--- config.mk ---
export PLATFORM = sky130hd
export DESIGN_NAME = scalar_kalman_position_3d_flat
export DESIGN_NICKNAME = d
export VERILOG_FILES = /design/src/hdl/skp_pkg.sv /design/src/hdl/skp_if.sv /design/src/hdl/skp_ctrl.sv /design/src/hdl/skp_dp.sv /design/src/hdl/scalar_kalman_position_3d.sv /design/src/flat_wrapper.sv
export SDC_FILE = /design/constraint.sdc
export NUM_CORES = 2
export LEC_CHECK = 0
export BUFFER_PORTS_ARGS = -buffer_cell sky130_fd_sc_hd__buf_2
export CAP_MARGIN = 20
export CELL_PAD_IN_SITES_DETAIL_PLACEMENT = 2
export CELL_PAD_IN_SITES_GLOBAL_PLACEMENT = 2
export CORE_ASPECT_RATIO = 1.4
export CORE_MARGIN = 5
export CORE_UTILIZATION = 25
export DETAILED_ROUTE_END_ITERATION = 7
export PLACE_DENSITY = 0.64
export SLEW_MARGIN = 5
export SYNTH_ARGS = -nofsm -noshare
export SYNTH_HDL_FRONTEND = slang
export SYNTH_SLANG_ARGS = --single-unit
export TNS_END_PERCENT = 20
--- constraint.sdc ---
create_clock -name clock -period 9.3 [get_ports clock]
set_clock_uncertainty 0.1 [all_clocks]
set_input_delay 2.79 -clock clock [delete_from_list [all_inputs] [get_ports clock]]
set_output_delay 2.79 -clock clock [all_outputs]
set_load 0.02 [all_outputs]
--- src/hdl/skp_pkg.sv ---
// Shared types and constants for the scalar Kalman position filter.
package skp_pkg;

   // Field and register widths.
   localparam int DATA_W   = 32;
   localparam int NOISE_W  = 25;
   localparam int ADDR_W   = 2;
   localparam int GAIN_W   = 16;
   localparam int DIV_W    = 33;
   localparam int PROD_W   = 52;
   localparam int CNT_W    = 4;

   // Reset values of the registers and the variance state.
   localparam logic [NOISE_W-1:0] PROCESS_NOISE_RESET = 25'd196608;
   localparam logic [NOISE_W-1:0] MEAS_NOISE_RESET    = 25'd1048576;
   localparam logic [DATA_W-1:0]  VARIANCE_RESET      = 32'd65536;

   // Arithmetic limits.
   localparam logic [GAIN_W-1:0]  GAIN_MAX   = 16'hFFFF;
   localparam logic [DATA_W-1:0]  VAR_MAX    = 32'hFFFF_FFFF;
   localparam logic [GAIN_W:0]    ONE_Q16    = 17'h1_0000;
   localparam logic [CNT_W-1:0]   DIV_LAST   = 4'd15;

   // Configuration register indexes.
   localparam logic [ADDR_W-1:0] CSR_PROCESS_NOISE = 2'd0;
   localparam logic [ADDR_W-1:0] CSR_MEAS_NOISE    = 2'd1;

   // Operand select for the shared multiplier.
   typedef enum logic [1:0] {
      SEL_X   = 2'd0,
      SEL_Y   = 2'd1,
      SEL_Z   = 2'd2,
      SEL_VAR = 2'd3
   } skp_sel_type;

   // Controller states.
   typedef enum logic [2:0] {
      ST_IDLE,
      ST_SETUP,
      ST_DIV,
      ST_GAIN,
      ST_MUL,
      ST_WB,
      ST_OUT
   } skp_state_type;

   // Commands from the controller to the datapath.
   typedef struct packed {
      logic        load;
      logic        setup;
      logic        div_step;
      logic        gain_load;
      logic        mul_en;
      logic        wb_en;
      skp_sel_type sel;
      logic        out_load;
   } skp_cmd_type;

   // Status from the datapath to the controller.
   typedef struct packed {
      logic out_free;
   } skp_status_type;

endpackage

--- src/hdl/skp_if.sv ---
// Channel interfaces: measurement input, estimate result and register writes.
interface skp_req_if;
   logic                              valid;
   logic                              ready;
   logic signed [skp_pkg::DATA_W-1:0] velocity;
   logic signed [skp_pkg::DATA_W-1:0] accel;
   logic signed [skp_pkg::DATA_W-1:0] meas_x;
   logic signed [skp_pkg::DATA_W-1:0] meas_y;
   logic signed [skp_pkg::DATA_W-1:0] meas_z;

   modport source (output valid, velocity, accel, meas_x, meas_y, meas_z, input ready);
   modport sink (input valid, velocity, accel, meas_x, meas_y, meas_z, output ready);
endinterface

interface skp_rsp_if;
   logic                              valid;
   logic                              ready;
   logic signed [skp_pkg::DATA_W-1:0] est_x;
   logic signed [skp_pkg::DATA_W-1:0] est_y;
   logic signed [skp_pkg::DATA_W-1:0] est_z;
   logic        [skp_pkg::DATA_W-1:0] est_variance;

   modport source (output valid, est_x, est_y, est_z, est_variance, input ready);
   modport sink (input valid, est_x, est_y, est_z, est_variance, output ready);
endinterface

interface skp_csr_if;
   logic                              valid;
   logic                              ready;
   logic [skp_pkg::ADDR_W-1:0]        addr;
   logic [skp_pkg::DATA_W-1:0]        wdata;

   modport source (output valid, addr, wdata, input ready);
   modport sink (input valid, addr, wdata, output ready);
endinterface

--- src/hdl/skp_ctrl.sv ---
// Controller state machine that sequences predict, divide, multiply and output.
module skp_ctrl (
   input  logic                    clock,
   input  logic                    reset,
   input  logic                    req_valid,
   output logic                    req_ready,
   input  skp_pkg::skp_status_type status,
   output skp_pkg::skp_cmd_type    cmd
);

   skp_pkg::skp_state_type state_ff, state_in;
   logic [skp_pkg::CNT_W-1:0] cnt_ff, cnt_in;
   skp_pkg::skp_sel_type      sel_ff, sel_in;

   // State, step counter and operand select registers.
   always_ff @(posedge clock) begin
      if (reset) begin
         state_ff <= skp_pkg::ST_IDLE;
         cnt_ff   <= '0;
         sel_ff   <= skp_pkg::SEL_X;
      end else begin
         state_ff <= state_in;
         cnt_ff   <= cnt_in;
         sel_ff   <= sel_in;
      end
   end

   // Next state and datapath commands.
   always_comb begin
      state_in      = state_ff;
      cnt_in        = cnt_ff;
      sel_in        = sel_ff;
      req_ready     = 1'b0;
      cmd           = '0;
      cmd.sel       = sel_ff;
      case (state_ff)
         skp_pkg::ST_IDLE: begin
            req_ready = 1'b1;
            if (req_valid) begin
               cmd.load = 1'b1;
               state_in = skp_pkg::ST_SETUP;
            end
         end
         skp_pkg::ST_SETUP: begin
            cmd.setup = 1'b1;
            cnt_in    = '0;
            state_in  = skp_pkg::ST_DIV;
         end
         skp_pkg::ST_DIV: begin
            cmd.div_step = 1'b1;
            cnt_in       = cnt_ff + 1'b1;
            if (cnt_ff == skp_pkg::DIV_LAST) begin
               state_in = skp_pkg::ST_GAIN;
            end
         end
         skp_pkg::ST_GAIN: begin
            cmd.gain_load = 1'b1;
            sel_in        = skp_pkg::SEL_X;
            state_in      = skp_pkg::ST_MUL;
         end
         skp_pkg::ST_MUL: begin
            cmd.mul_en = 1'b1;
            state_in   = skp_pkg::ST_WB;
         end
         skp_pkg::ST_WB: begin
            cmd.wb_en = 1'b1;
            if (sel_ff == skp_pkg::SEL_VAR) begin
               state_in = skp_pkg::ST_OUT;
            end else begin
               sel_in   = skp_pkg::skp_sel_type'(sel_ff + 2'd1);
               state_in = skp_pkg::ST_MUL;
            end
         end
         skp_pkg::ST_OUT: begin
            // Hold the finished estimate until the output register is free.
            if (status.out_free) begin
               cmd.out_load = 1'b1;
               state_in     = skp_pkg::ST_IDLE;
            end
         end
         default: begin
            state_in = skp_pkg::ST_IDLE;
         end
      endcase
   end

endmodule

--- src/hdl/skp_dp.sv ---
// Datapath: filter state, registers, shift-subtract divider and shared multiplier.
module skp_dp (
   input  logic                              clock,
   input  logic                              reset,
   input  skp_pkg::skp_cmd_type              cmd,
   output skp_pkg::skp_status_type           status,
   input  logic signed [skp_pkg::DATA_W-1:0] velocity,
   input  logic signed [skp_pkg::DATA_W-1:0] accel,
   input  logic signed [skp_pkg::DATA_W-1:0] meas_x,
   input  logic signed [skp_pkg::DATA_W-1:0] meas_y,
   input  logic signed [skp_pkg::DATA_W-1:0] meas_z,
   input  logic                              csr_we,
   input  logic [skp_pkg::ADDR_W-1:0]        csr_addr,
   input  logic [skp_pkg::DATA_W-1:0]        csr_wdata,
   output logic                              rsp_valid,
   input  logic                              rsp_ready,
   output logic signed [skp_pkg::DATA_W-1:0] est_x,
   output logic signed [skp_pkg::DATA_W-1:0] est_y,
   output logic signed [skp_pkg::DATA_W-1:0] est_z,
   output logic [skp_pkg::DATA_W-1:0]        est_variance
);

   localparam int W = skp_pkg::DATA_W;

   // Configuration and filter state.
   logic [skp_pkg::NOISE_W-1:0] pn_ff;
   logic [skp_pkg::NOISE_W-1:0] mn_ff;
   logic signed [W-1:0]         pos_x_ff, pos_y_ff, pos_z_ff;
   logic [W-1:0]                variance_ff;
   logic                        rsp_valid_ff;

   // Per-item working registers.
   logic signed [W-1:0]             pred_x_ff, pred_y_ff, pred_z_ff;
   logic signed [W-1:0]             mx_ff, my_ff, mz_ff;
   logic [W-1:0]                    var_ff;
   logic [skp_pkg::DIV_W-1:0]       div_ff;
   logic [skp_pkg::DIV_W-1:0]       rem_ff;
   logic [skp_pkg::GAIN_W-1:0]      quo_ff;
   logic [skp_pkg::GAIN_W-1:0]      gain_ff;
   logic signed [skp_pkg::PROD_W-1:0] prod_ff;
   logic signed [W-1:0]             out_x_ff, out_y_ff, out_z_ff;
   logic [W-1:0]                    out_var_ff;

   // Prediction: step is velocity plus half the acceleration, floored.
   logic signed [W+1:0] step;
   logic signed [W-1:0] pred_x_in, pred_y_in, pred_z_in;
   logic [W:0]          var_sum;
   logic [W-1:0]        var_in;

   function automatic logic signed [W-1:0] sat_add(input logic signed [W-1:0] base,
                                                    input logic signed [W+3:0] delta);
      logic signed [W+3:0] sum;
      logic signed [W+3:0] hi;
      logic signed [W+3:0] lo;
      hi  = (W+4)'({1'b0, {(W-1){1'b1}}});
      lo  = -hi - (W+4)'(1);
      sum = (W+4)'(base) + delta;
      if (sum > hi) begin
         sat_add = {1'b0, {(W-1){1'b1}}};
      end else if (sum < lo) begin
         sat_add = {1'b1, {(W-1){1'b0}}};
      end else begin
         sat_add = sum[W-1:0];
      end
   endfunction

   always_comb begin
      step      = (W+2)'(velocity) + (W+2)'(accel >>> 1);
      pred_x_in = sat_add(pos_x_ff, (W+4)'(step));
      pred_y_in = sat_add(pos_y_ff, (W+4)'(step));
      pred_z_in = sat_add(pos_z_ff, (W+4)'(step));
      var_sum   = {1'b0, variance_ff} + (W+1)'(pn_ff);
      var_in    = var_sum[W] ? skp_pkg::VAR_MAX : var_sum[W-1:0];
   end

   // One restoring divide step: shift the remainder and try the divisor.
   logic [skp_pkg::DIV_W:0]   rem_sh;
   logic                      fits;
   logic [skp_pkg::DIV_W-1:0] rem_in;
   logic [skp_pkg::GAIN_W-1:0] gain_in;

   always_comb begin
      rem_sh = {rem_ff, 1'b0};
      fits   = rem_sh >= {1'b0, div_ff};
      rem_in = fits ? skp_pkg::DIV_W'(rem_sh - {1'b0, div_ff})
                    : rem_sh[skp_pkg::DIV_W-1:0];
      // With no measurement noise the exact gain is one (or zero for zero variance).
      if (mn_ff == '0) begin
         gain_in = (var_ff != '0) ? skp_pkg::GAIN_MAX : '0;
      end else begin
         gain_in = quo_ff;
      end
   end

   // Shared multiplier operands: gain times innovation, or variance times (1 - gain).
   logic signed [W+1:0]  mul_a;
   logic signed [17:0]   mul_b;
   logic signed [W:0]    diff_x, diff_y, diff_z;

   always_comb begin
      diff_x = (W+1)'(mx_ff) - (W+1)'(pred_x_ff);
      diff_y = (W+1)'(my_ff) - (W+1)'(pred_y_ff);
      diff_z = (W+1)'(mz_ff) - (W+1)'(pred_z_ff);
      mul_b  = $signed({2'b00, gain_ff});
      case (cmd.sel)
         skp_pkg::SEL_X:   mul_a = (W+2)'(diff_x);
         skp_pkg::SEL_Y:   mul_a = (W+2)'(diff_y);
         skp_pkg::SEL_Z:   mul_a = (W+2)'(diff_z);
         skp_pkg::SEL_VAR: begin
            mul_a = $signed({2'b00, var_ff});
            mul_b = $signed({1'b0, 17'(skp_pkg::ONE_Q16 - {1'b0, gain_ff})});
         end
         default:          mul_a = '0;
      endcase
   end

   // Write back: predicted position plus floored correction, saturated.
   logic signed [W+3:0] corr;
   logic signed [W-1:0] new_x, new_y, new_z;

   always_comb begin
      corr  = prod_ff[skp_pkg::PROD_W-1:16];
      new_x = sat_add(pred_x_ff, corr);
      new_y = sat_add(pred_y_ff, corr);
      new_z = sat_add(pred_z_ff, corr);
   end

   // Configuration, filter state and output handshake registers.
   always_ff @(posedge clock) begin
      if (reset) begin
         pn_ff        <= skp_pkg::PROCESS_NOISE_RESET;
         mn_ff        <= skp_pkg::MEAS_NOISE_RESET;
         pos_x_ff     <= '0;
         pos_y_ff     <= '0;
         pos_z_ff     <= '0;
         variance_ff  <= skp_pkg::VARIANCE_RESET;
         rsp_valid_ff <= 1'b0;
      end else begin
         if (csr_we) begin
            case (csr_addr)
               skp_pkg::CSR_PROCESS_NOISE: pn_ff <= csr_wdata[skp_pkg::NOISE_W-1:0];
               skp_pkg::CSR_MEAS_NOISE:    mn_ff <= csr_wdata[skp_pkg::NOISE_W-1:0];
               default: ;
            endcase
         end
         if (cmd.wb_en) begin
            case (cmd.sel)
               skp_pkg::SEL_X:   pos_x_ff    <= new_x;
               skp_pkg::SEL_Y:   pos_y_ff    <= new_y;
               skp_pkg::SEL_Z:   pos_z_ff    <= new_z;
               skp_pkg::SEL_VAR: variance_ff <= prod_ff[W+15:16];
               default: ;
            endcase
         end
         if (cmd.out_load) begin
            rsp_valid_ff <= 1'b1;
         end else if (rsp_ready) begin
            rsp_valid_ff <= 1'b0;
         end
      end
   end

   // Working registers for one item.
   always_ff @(posedge clock) begin
      if (cmd.load) begin
         pred_x_ff <= pred_x_in;
         pred_y_ff <= pred_y_in;
         pred_z_ff <= pred_z_in;
         mx_ff     <= meas_x;
         my_ff     <= meas_y;
         mz_ff     <= meas_z;
         var_ff    <= var_in;
      end
      if (cmd.setup) begin
         div_ff <= {1'b0, var_ff} + skp_pkg::DIV_W'(mn_ff);
         rem_ff <= {1'b0, var_ff};
         quo_ff <= '0;
      end
      if (cmd.div_step) begin
         rem_ff <= rem_in;
         quo_ff <= {quo_ff[skp_pkg::GAIN_W-2:0], fits};
      end
      if (cmd.gain_load) begin
         gain_ff <= gain_in;
      end
      if (cmd.mul_en) begin
         prod_ff <= mul_a * mul_b;
      end
      if (cmd.out_load) begin
         out_x_ff   <= pos_x_ff;
         out_y_ff   <= pos_y_ff;
         out_z_ff   <= pos_z_ff;
         out_var_ff <= variance_ff;
      end
   end

   assign status.out_free = !rsp_valid_ff || rsp_ready;
   assign rsp_valid       = rsp_valid_ff;
   assign est_x           = out_x_ff;
   assign est_y           = out_y_ff;
   assign est_z           = out_z_ff;
   assign est_variance    = out_var_ff;

endmodule

--- src/hdl/scalar_kalman_position_3d.sv ---
// Top level of the scalar Kalman filter for a three-axis position.
//
// Usage: each transfer on req_if carries a velocity, an acceleration and a
// measured x, y, z position, all signed Q16.16. For each one the block
// predicts and then corrects its three position estimates and the shared
// variance, and presents one transfer on rsp_if with the corrected values.
// Register writes arrive on csr_if (index 0: process noise, index 1:
// measurement noise, both unsigned Q16.16, masked to 25 bits); csr_if is
// always ready. Writes must be made while no item is in flight; the block
// itself does not enforce this. One item is worked on at a time, so a new
// input is taken only once the previous result has been loaded into the
// output register. Each item takes a 16-step shift-subtract divide for the
// gain and four passes through the one shared multiplier.
// Reset (synchronous, active high) clears the estimates to zero, sets the
// variance to 1.0 and the noise registers to 3.0 and 16.0.
// A finished result waits in the output register while rsp_if is stalled;
// the next input is still taken and worked on, and its result is held back
// until the output register frees up.
module scalar_kalman_position_3d (
   input  logic  clock,
   input  logic  reset,
   skp_req_if.sink   req_if,
   skp_rsp_if.source rsp_if,
   skp_csr_if.sink   csr_if
);

   skp_pkg::skp_cmd_type    cmd;
   skp_pkg::skp_status_type status;

   // Register writes are always taken.
   assign csr_if.ready = 1'b1;

   skp_ctrl u_ctrl (
      .clock     (clock),
      .reset     (reset),
      .req_valid (req_if.valid),
      .req_ready (req_if.ready),
      .status    (status),
      .cmd       (cmd)
   );

   skp_dp u_dp (
      .clock        (clock),
      .reset        (reset),
      .cmd          (cmd),
      .status       (status),
      .velocity     (req_if.velocity),
      .accel        (req_if.accel),
      .meas_x       (req_if.meas_x),
      .meas_y       (req_if.meas_y),
      .meas_z       (req_if.meas_z),
      .csr_we       (csr_if.valid),
      .csr_addr     (csr_if.addr),
      .csr_wdata    (csr_if.wdata),
      .rsp_valid    (rsp_if.valid),
      .rsp_ready    (rsp_if.ready),
      .est_x        (rsp_if.est_x),
      .est_y        (rsp_if.est_y),
      .est_z        (rsp_if.est_z),
      .est_variance (rsp_if.est_variance)
   );

endmodule
--- src/flat_wrapper.sv ---
// flat-port wrapper written by rule: the top's interface ports become plain ports
module scalar_kalman_position_3d_flat 
  (clock, reset, req_if_valid, req_if_velocity, req_if_accel, req_if_meas_x, req_if_meas_y, req_if_meas_z, req_if_ready, rsp_if_valid, rsp_if_est_x, rsp_if_est_y, rsp_if_est_z, rsp_if_est_variance, rsp_if_ready, csr_if_valid, csr_if_addr, csr_if_wdata, csr_if_ready);
  skp_req_if req_if_i ();
  skp_rsp_if rsp_if_i ();
  skp_csr_if csr_if_i ();
  input  logic clock;
  input  logic reset;
  input wire logic [$bits(req_if_i.valid)-1:0] req_if_valid;
  input wire logic [$bits(req_if_i.velocity)-1:0] req_if_velocity;
  input wire logic [$bits(req_if_i.accel)-1:0] req_if_accel;
  input wire logic [$bits(req_if_i.meas_x)-1:0] req_if_meas_x;
  input wire logic [$bits(req_if_i.meas_y)-1:0] req_if_meas_y;
  input wire logic [$bits(req_if_i.meas_z)-1:0] req_if_meas_z;
  output wire logic [$bits(req_if_i.ready)-1:0] req_if_ready;
  output wire logic [$bits(rsp_if_i.valid)-1:0] rsp_if_valid;
  output wire logic [$bits(rsp_if_i.est_x)-1:0] rsp_if_est_x;
  output wire logic [$bits(rsp_if_i.est_y)-1:0] rsp_if_est_y;
  output wire logic [$bits(rsp_if_i.est_z)-1:0] rsp_if_est_z;
  output wire logic [$bits(rsp_if_i.est_variance)-1:0] rsp_if_est_variance;
  input wire logic [$bits(rsp_if_i.ready)-1:0] rsp_if_ready;
  input wire logic [$bits(csr_if_i.valid)-1:0] csr_if_valid;
  input wire logic [$bits(csr_if_i.addr)-1:0] csr_if_addr;
  input wire logic [$bits(csr_if_i.wdata)-1:0] csr_if_wdata;
  output wire logic [$bits(csr_if_i.ready)-1:0] csr_if_ready;
  assign req_if_i.valid = req_if_valid;
  assign req_if_i.velocity = req_if_velocity;
  assign req_if_i.accel = req_if_accel;
  assign req_if_i.meas_x = req_if_meas_x;
  assign req_if_i.meas_y = req_if_meas_y;
  assign req_if_i.meas_z = req_if_meas_z;
  assign req_if_ready = req_if_i.ready;
  assign rsp_if_valid = rsp_if_i.valid;
  assign rsp_if_est_x = rsp_if_i.est_x;
  assign rsp_if_est_y = rsp_if_i.est_y;
  assign rsp_if_est_z = rsp_if_i.est_z;
  assign rsp_if_est_variance = rsp_if_i.est_variance;
  assign rsp_if_i.ready = rsp_if_ready;
  assign csr_if_i.valid = csr_if_valid;
  assign csr_if_i.addr = csr_if_addr;
  assign csr_if_i.wdata = csr_if_wdata;
  assign csr_if_ready = csr_if_i.ready;
  scalar_kalman_position_3d u_core (.clock(clock), .reset(reset), .req_if(req_if_i), .rsp_if(rsp_if_i), .csr_if(csr_if_i));
endmodule
# Word-level counts from Yosys, hierarchy flattened
# Index checks and enable logic that the tools add are counted.
# word_totals
regBits	690
in_bits	199
out_inout_bits	131
elab_cells	128
# classes
addsub	16
mul	1
magnitude_cmp	13
n_eq_ne	15
n_mux	38
reduce_logical	19
# op_table
op	n
$mux 32	9
$pmux 34 s4	1
$add 32x36->36	3
$gt 36x32->1 const B	3
$lt 36x32->1 const B	3
$add 32x33->34	3
$gt 34x32->1 const B	3
$lt 34x32->1 const B	3
$mux 33	3
$sub 32x32->33	3
$add 32x25->33	2
$mux 16	4
$mul 34x18->52	1
$ge 34x33->1	1
$add 32x31->33	1
$sub 33x33->33	1
$reduce_bool 32->1	1
$logic_not 25->1	1
$pmux 3 s7	1
$mux 17	1
$sub 17x16->17 const A	1
$reduce_and 2->1	7
$mux 1	12
$eq 3x3->1 const B	3
other kinds (19)	31

# Logic depth before layout (Yosys ltp)
# depth
depth_word	5
depth_mapped	40

# By module
# Synthesis repeated with hierarchy kept, for this count alone.
# unflattened
hier_cells	6918
area_unflattened_um2	63983.9
# by_module_without_submodules
mod	n_inst	cells_per_inst	area_per_inst_um2	seq_area_each_um2
skp_dp	1	6854	63434.6	18177.4
skp_ctrl	1	62	538.0	180.2
scalar_kalman_position_3d	1	2	11.3	0.0

# Worst setup path before layout
# Ideal clock, no wire load.
# synth_timing
path_kind	input -> register
from	input port rsp_if_ready
to	register u_core.u_dp.out_var_ff[0], in the netlist u_core.u_dp.est_variance[0] (enable)
setup_ns	0.630
t_arrival_ns	8.571
required_time_ns	8.570
path_slack_ns	-0.001
cell_stages	2
n_path_buf	0
path_cell_list	nand2b_1 -> nor2b_1
# synth_rtl
element	line	text
from (decl)	flat_wrapper.sv:21	input wire logic [$bits(rsp_if_i.ready)-1:0] rsp_if_ready;
to (signal assigned)	skp_dp.sv:193	out_var_ff <= variance_ff;
to (decl)	skp_dp.sv:42	logic [W-1:0] out_var_ff;

# Final worst setup path
# layout_timing
from	register u_core.u_dp.mx_ff[2]
to	register u_core.u_dp.prod_ff[49] (netlist name) (data pin)
# layout_via
elab_chain_len	3
# layout_lines
element	line	text
from (decl)	skp_dp.sv:34	logic signed [W-1:0] mx_ff, my_ff, mz_ff;
from (signal assigned)	skp_dp.sv:169	mx_ff <= meas_x;
$sub 32x32->33	skp_dp.sv:101	diff_x = (W+1)'(mx_ff) - (W+1)'(pred_x_ff);
$pmux 34 s4	skp_dp.sv:105	case (cmd.sel)
$mul 34x18->52	skp_dp.sv:187	prod_ff <= mul_a * mul_b;
to (signal assigned)	skp_dp.sv:187	
to (decl)	skp_dp.sv:40	logic signed [skp_pkg::PROD_W-1:0] prod_ff;
# Every way passes these cells.
# A chain may end at the register's enable or synchronous reset.

==> results.sh <==
export IMPL_drc=0
export IMPL_dr_wl_met3_um=6416
export IMPL_tightest_slew_ps=1096
export IMPL_multiInputGateArea_um2=42540
export IMPL_dp_slack_ps=-1280
export IMPL_synth_seq_cells=674
export IMPL_worst_path_buf_inv=11
export IMPL_critPathCaptureType="flop"
export IMPL_numClockSinks=674
export IMPL_core_um2=254000
export IMPL_path_depth=39
export IMPL_worst_slack_ps=-159.6
export IMPL_finalHoldViolations=0
export IMPL_synth_edff_count=486
export IMPL_slew_violations=0
export IMPL_drv_cap=0
export IMPL_die_x_um=436.7
export IMPL_crit_path_frequent_cell="buf_4"
export IMPL_synth_area_leaders="edfxtp_1, fa_1, ha_1"
export IMPL_first_global_vias=63100
export IMPL_avgViaCountPerCell=4.934
export IMPL_reg2regPathDepth=39
export IMPL_synth_nets=8140
export IMPL_rows=219
export IMPL_critical_path_slowest_cell="fa_1"
export IMPL_yosysTopAreaCell="edfxtp_1"
export IMPL_die_area_um2=265200
export IMPL_die_h_um=607.3
export IMPL_first_pass_iters=5
export IMPL_synth_area_um2=63720
export IMPL_grt_pass1_wl_um=407200
export IMPL_final_fill_count=28150
export IMPL_worst_ep_required_time_ps=9640
export IMPL_violations="setup timing"
export IMPL_outcome="finished, violations left"
export IMPL_wl_met2_um=146900
export IMPL_layout_nets=9065
export IMPL_port_buffers=320
export IMPL_finalCritPeriodShare_pct=101.7
export IMPL_ant_nets=0
export IMPL_synth_cells=6850
export IMPL_drt_iter0_markers=2187
export IMPL_vias=55070
export IMPL_overflow=0
export IMPL_hp_class="flop to flop"
export IMPL_cts_root_buffer="clkbuf_16"
export IMPL_wl_met1_um=108500
export IMPL_drt_wl_total_um=277900
export IMPL_synth_top_area_share_pct=22.90
export IMPL_cp_top_family="adder cells"
export IMPL_synth_flop_cell="edfxtp_1"
export IMPL_fin_crit_ps=9460
export IMPL_yosysSeqAreaShare_pct=28.81
export IMPL_cp_start_kind="flop"
export IMPL_start_util_pct=25.08
export IMPL_drive_gt1_share_pct=19.47
export IMPL_htree_levels=3
export IMPL_grt_setup_unrepaired="yes"
export IMPL_yosysMostFrequentCell="inv_1"
export IMPL_grt_usage_pct=20.31
export IMPL_reg_top3="u_core.u_dp.prod_ff: 36 flops, u_core.u_dp.div_ff: 33 flops, u_core.u_dp.rem_ff: 33 flops"
export IMPL_top_register="u_core.u_dp.prod_ff"
export IMPL_hpwl_um=230800
export IMPL_cts_tree="built"
export IMPL_post_synth_most_frequent_cells="inv_1, nand2_1, fa_1"
export IMPL_yosys_warnings=0
export IMPL_largest_reg_flops=36
export IMPL_crit_fanout=6
export IMPL_holdPathStages=2
export IMPL_report_final_setup_viol=11
export IMPL_path_clk_slew_ps=60
export IMPL_grt_max_degree=109
export IMPL_max_stage_delay_ps=590
export IMPL_area_growth_syn_to_layout_pct=23.81
export IMPL_crit_arrival_ps=9790
export IMPL_fmax_ghz=0.1057
export IMPL_max_slew_margin_pct=26.68
export IMPL_grt_antenna_before_repair=8
export IMPL_highest_layer="met5"
export IMPL_cts_made_buffers=82
export IMPL_ys_async_sr_fraction_pct=0
export IMPL_crit_type="flop to flop"
export IMPL_syn_area_per_cell_um2=9.302
export IMPL_wire_per_inst_um=24.90
export IMPL_ys_types=105
export IMPL_cts_hold_buf=0
export IMPL_gp_congestion=0.9124
export IMPL_clockBufferDepth=3
export IMPL_num_io_pins=330
export IMPL_regArea_um2=18360
export IMPL_clock_latency_ps=720
logic make-up after synthesis:
| family | after synthesis | share of synthesized area (%) |
|---|---|---|
| and+or+nand+nor | 1919 | 13.67 |
| muxes | 30 | 0.4909 |
| AOI/OAI and AO/OA | 1652 | 17.04 |
| DFF | 674 | 28.81 |
| adders and majority gates | 1091 | 27.92 |
| xor gates and xnor gates | 406 | 5.593 |
| other | 1 | 0.005885 |
| buffers and inverters | 1077 | 6.482 |
through the flow:
stage / setup TNS [ps] / hold slack, ps / cells / cell area, um2 / utilization, %
2_1_floorplan: 0 / 334.1 / 6850 / 63720 / -
3_3_place_gp: -15100 / 355.3 / 10950 / 74280 / 29.24
3_5_place_dp: -20300 / 356.2 / 10950 / 74290 / 29.25
4_1_cts: -1377 / 369.8 / 11130 / 78250 / 30.81
5_1_grt: -6288 / 374.4 / 11160 / 78880 / 31.06
6_report: -1057 / 367.0 / 11160 / 78890 / 31.06
cell usage in the layout (no fill, tap or decap), types with 40 or more instances in the layout:
master     count
a21o_1       233
o211ai_1      40
nor2b_1       86
xor2_1       144
nand2b_1      84
o21ai_0      291
a211oi_1      87
inv_1        832
and2_1        81
o21a_1        71
o21bai_1      43
dfxtp_1      188
a21oi_1      460
nand2_1      828
edfxtp_1     486
ha_1         520
nand4_1       45
nor2_1       453
nand3_1       81
clkbuf_16     90
buf_4        688
nor3_1        65
xnor2_1      247
fa_1         521
buf_2        319
tightest hold or removal path: cells and delay by family (launching register included):
kind            cells  cell delay (ps)
compound gates      1               50
flops               1              310
simple gates        1               50
path summary, 6_finish.rpt:
kind | from | end | slack (ps)
worst max-delay path | u_core.u_dp.mx_ff[2]$_DFFE_PP_ | u_core.u_dp.prod_ff[49]$_DFFE_PP_ | -160
worst max register to register | u_core.u_dp.mx_ff[2]$_DFFE_PP_ | u_core.u_dp.prod_ff[49]$_DFFE_PP_ | -160
worst min-delay path | u_core.u_dp.pn_ff[21]$_SDFFE_PP0P_ | u_core.u_dp.pn_ff[21]$_SDFFE_PP0P_ | 370
worst min register to register | u_core.u_dp.pn_ff[21]$_SDFFE_PP0P_ | u_core.u_dp.pn_ff[21]$_SDFFE_PP0P_ | 370
layout make-up:
type | count | share of cell area [%]
Clock buffer | 114 | 3.032
Antenna cell | 3 | 0.009516
Multi-Input combinational cell | 5099 | 53.92
Tap cell | 3315 | 5.258
Clock inverter | 37 | 0.5916
Timing Repair Buffer | 1070 | 9.879
Inverter | 848 | 4.035
Sequential cell | 674 | 23.27
layer usage:
metal  vias to the layer above  global-route usage (%)
li1                      25270                       -
met3                       379                   1.768
met1                     28560                   22.44
met5                         -                       0
met4                         2                   9.680
met2                       865                   38.81
what timing repair did:
item	CTS	global route
buffers inserted	34	24
resized for setup	195	102
pin swaps	99	84
setup endpoints to repair	27	26
cloned	0	1
Power is not shown: default switching activity piles up to over one toggle a cycle in this logic, so the estimate is an artifact.
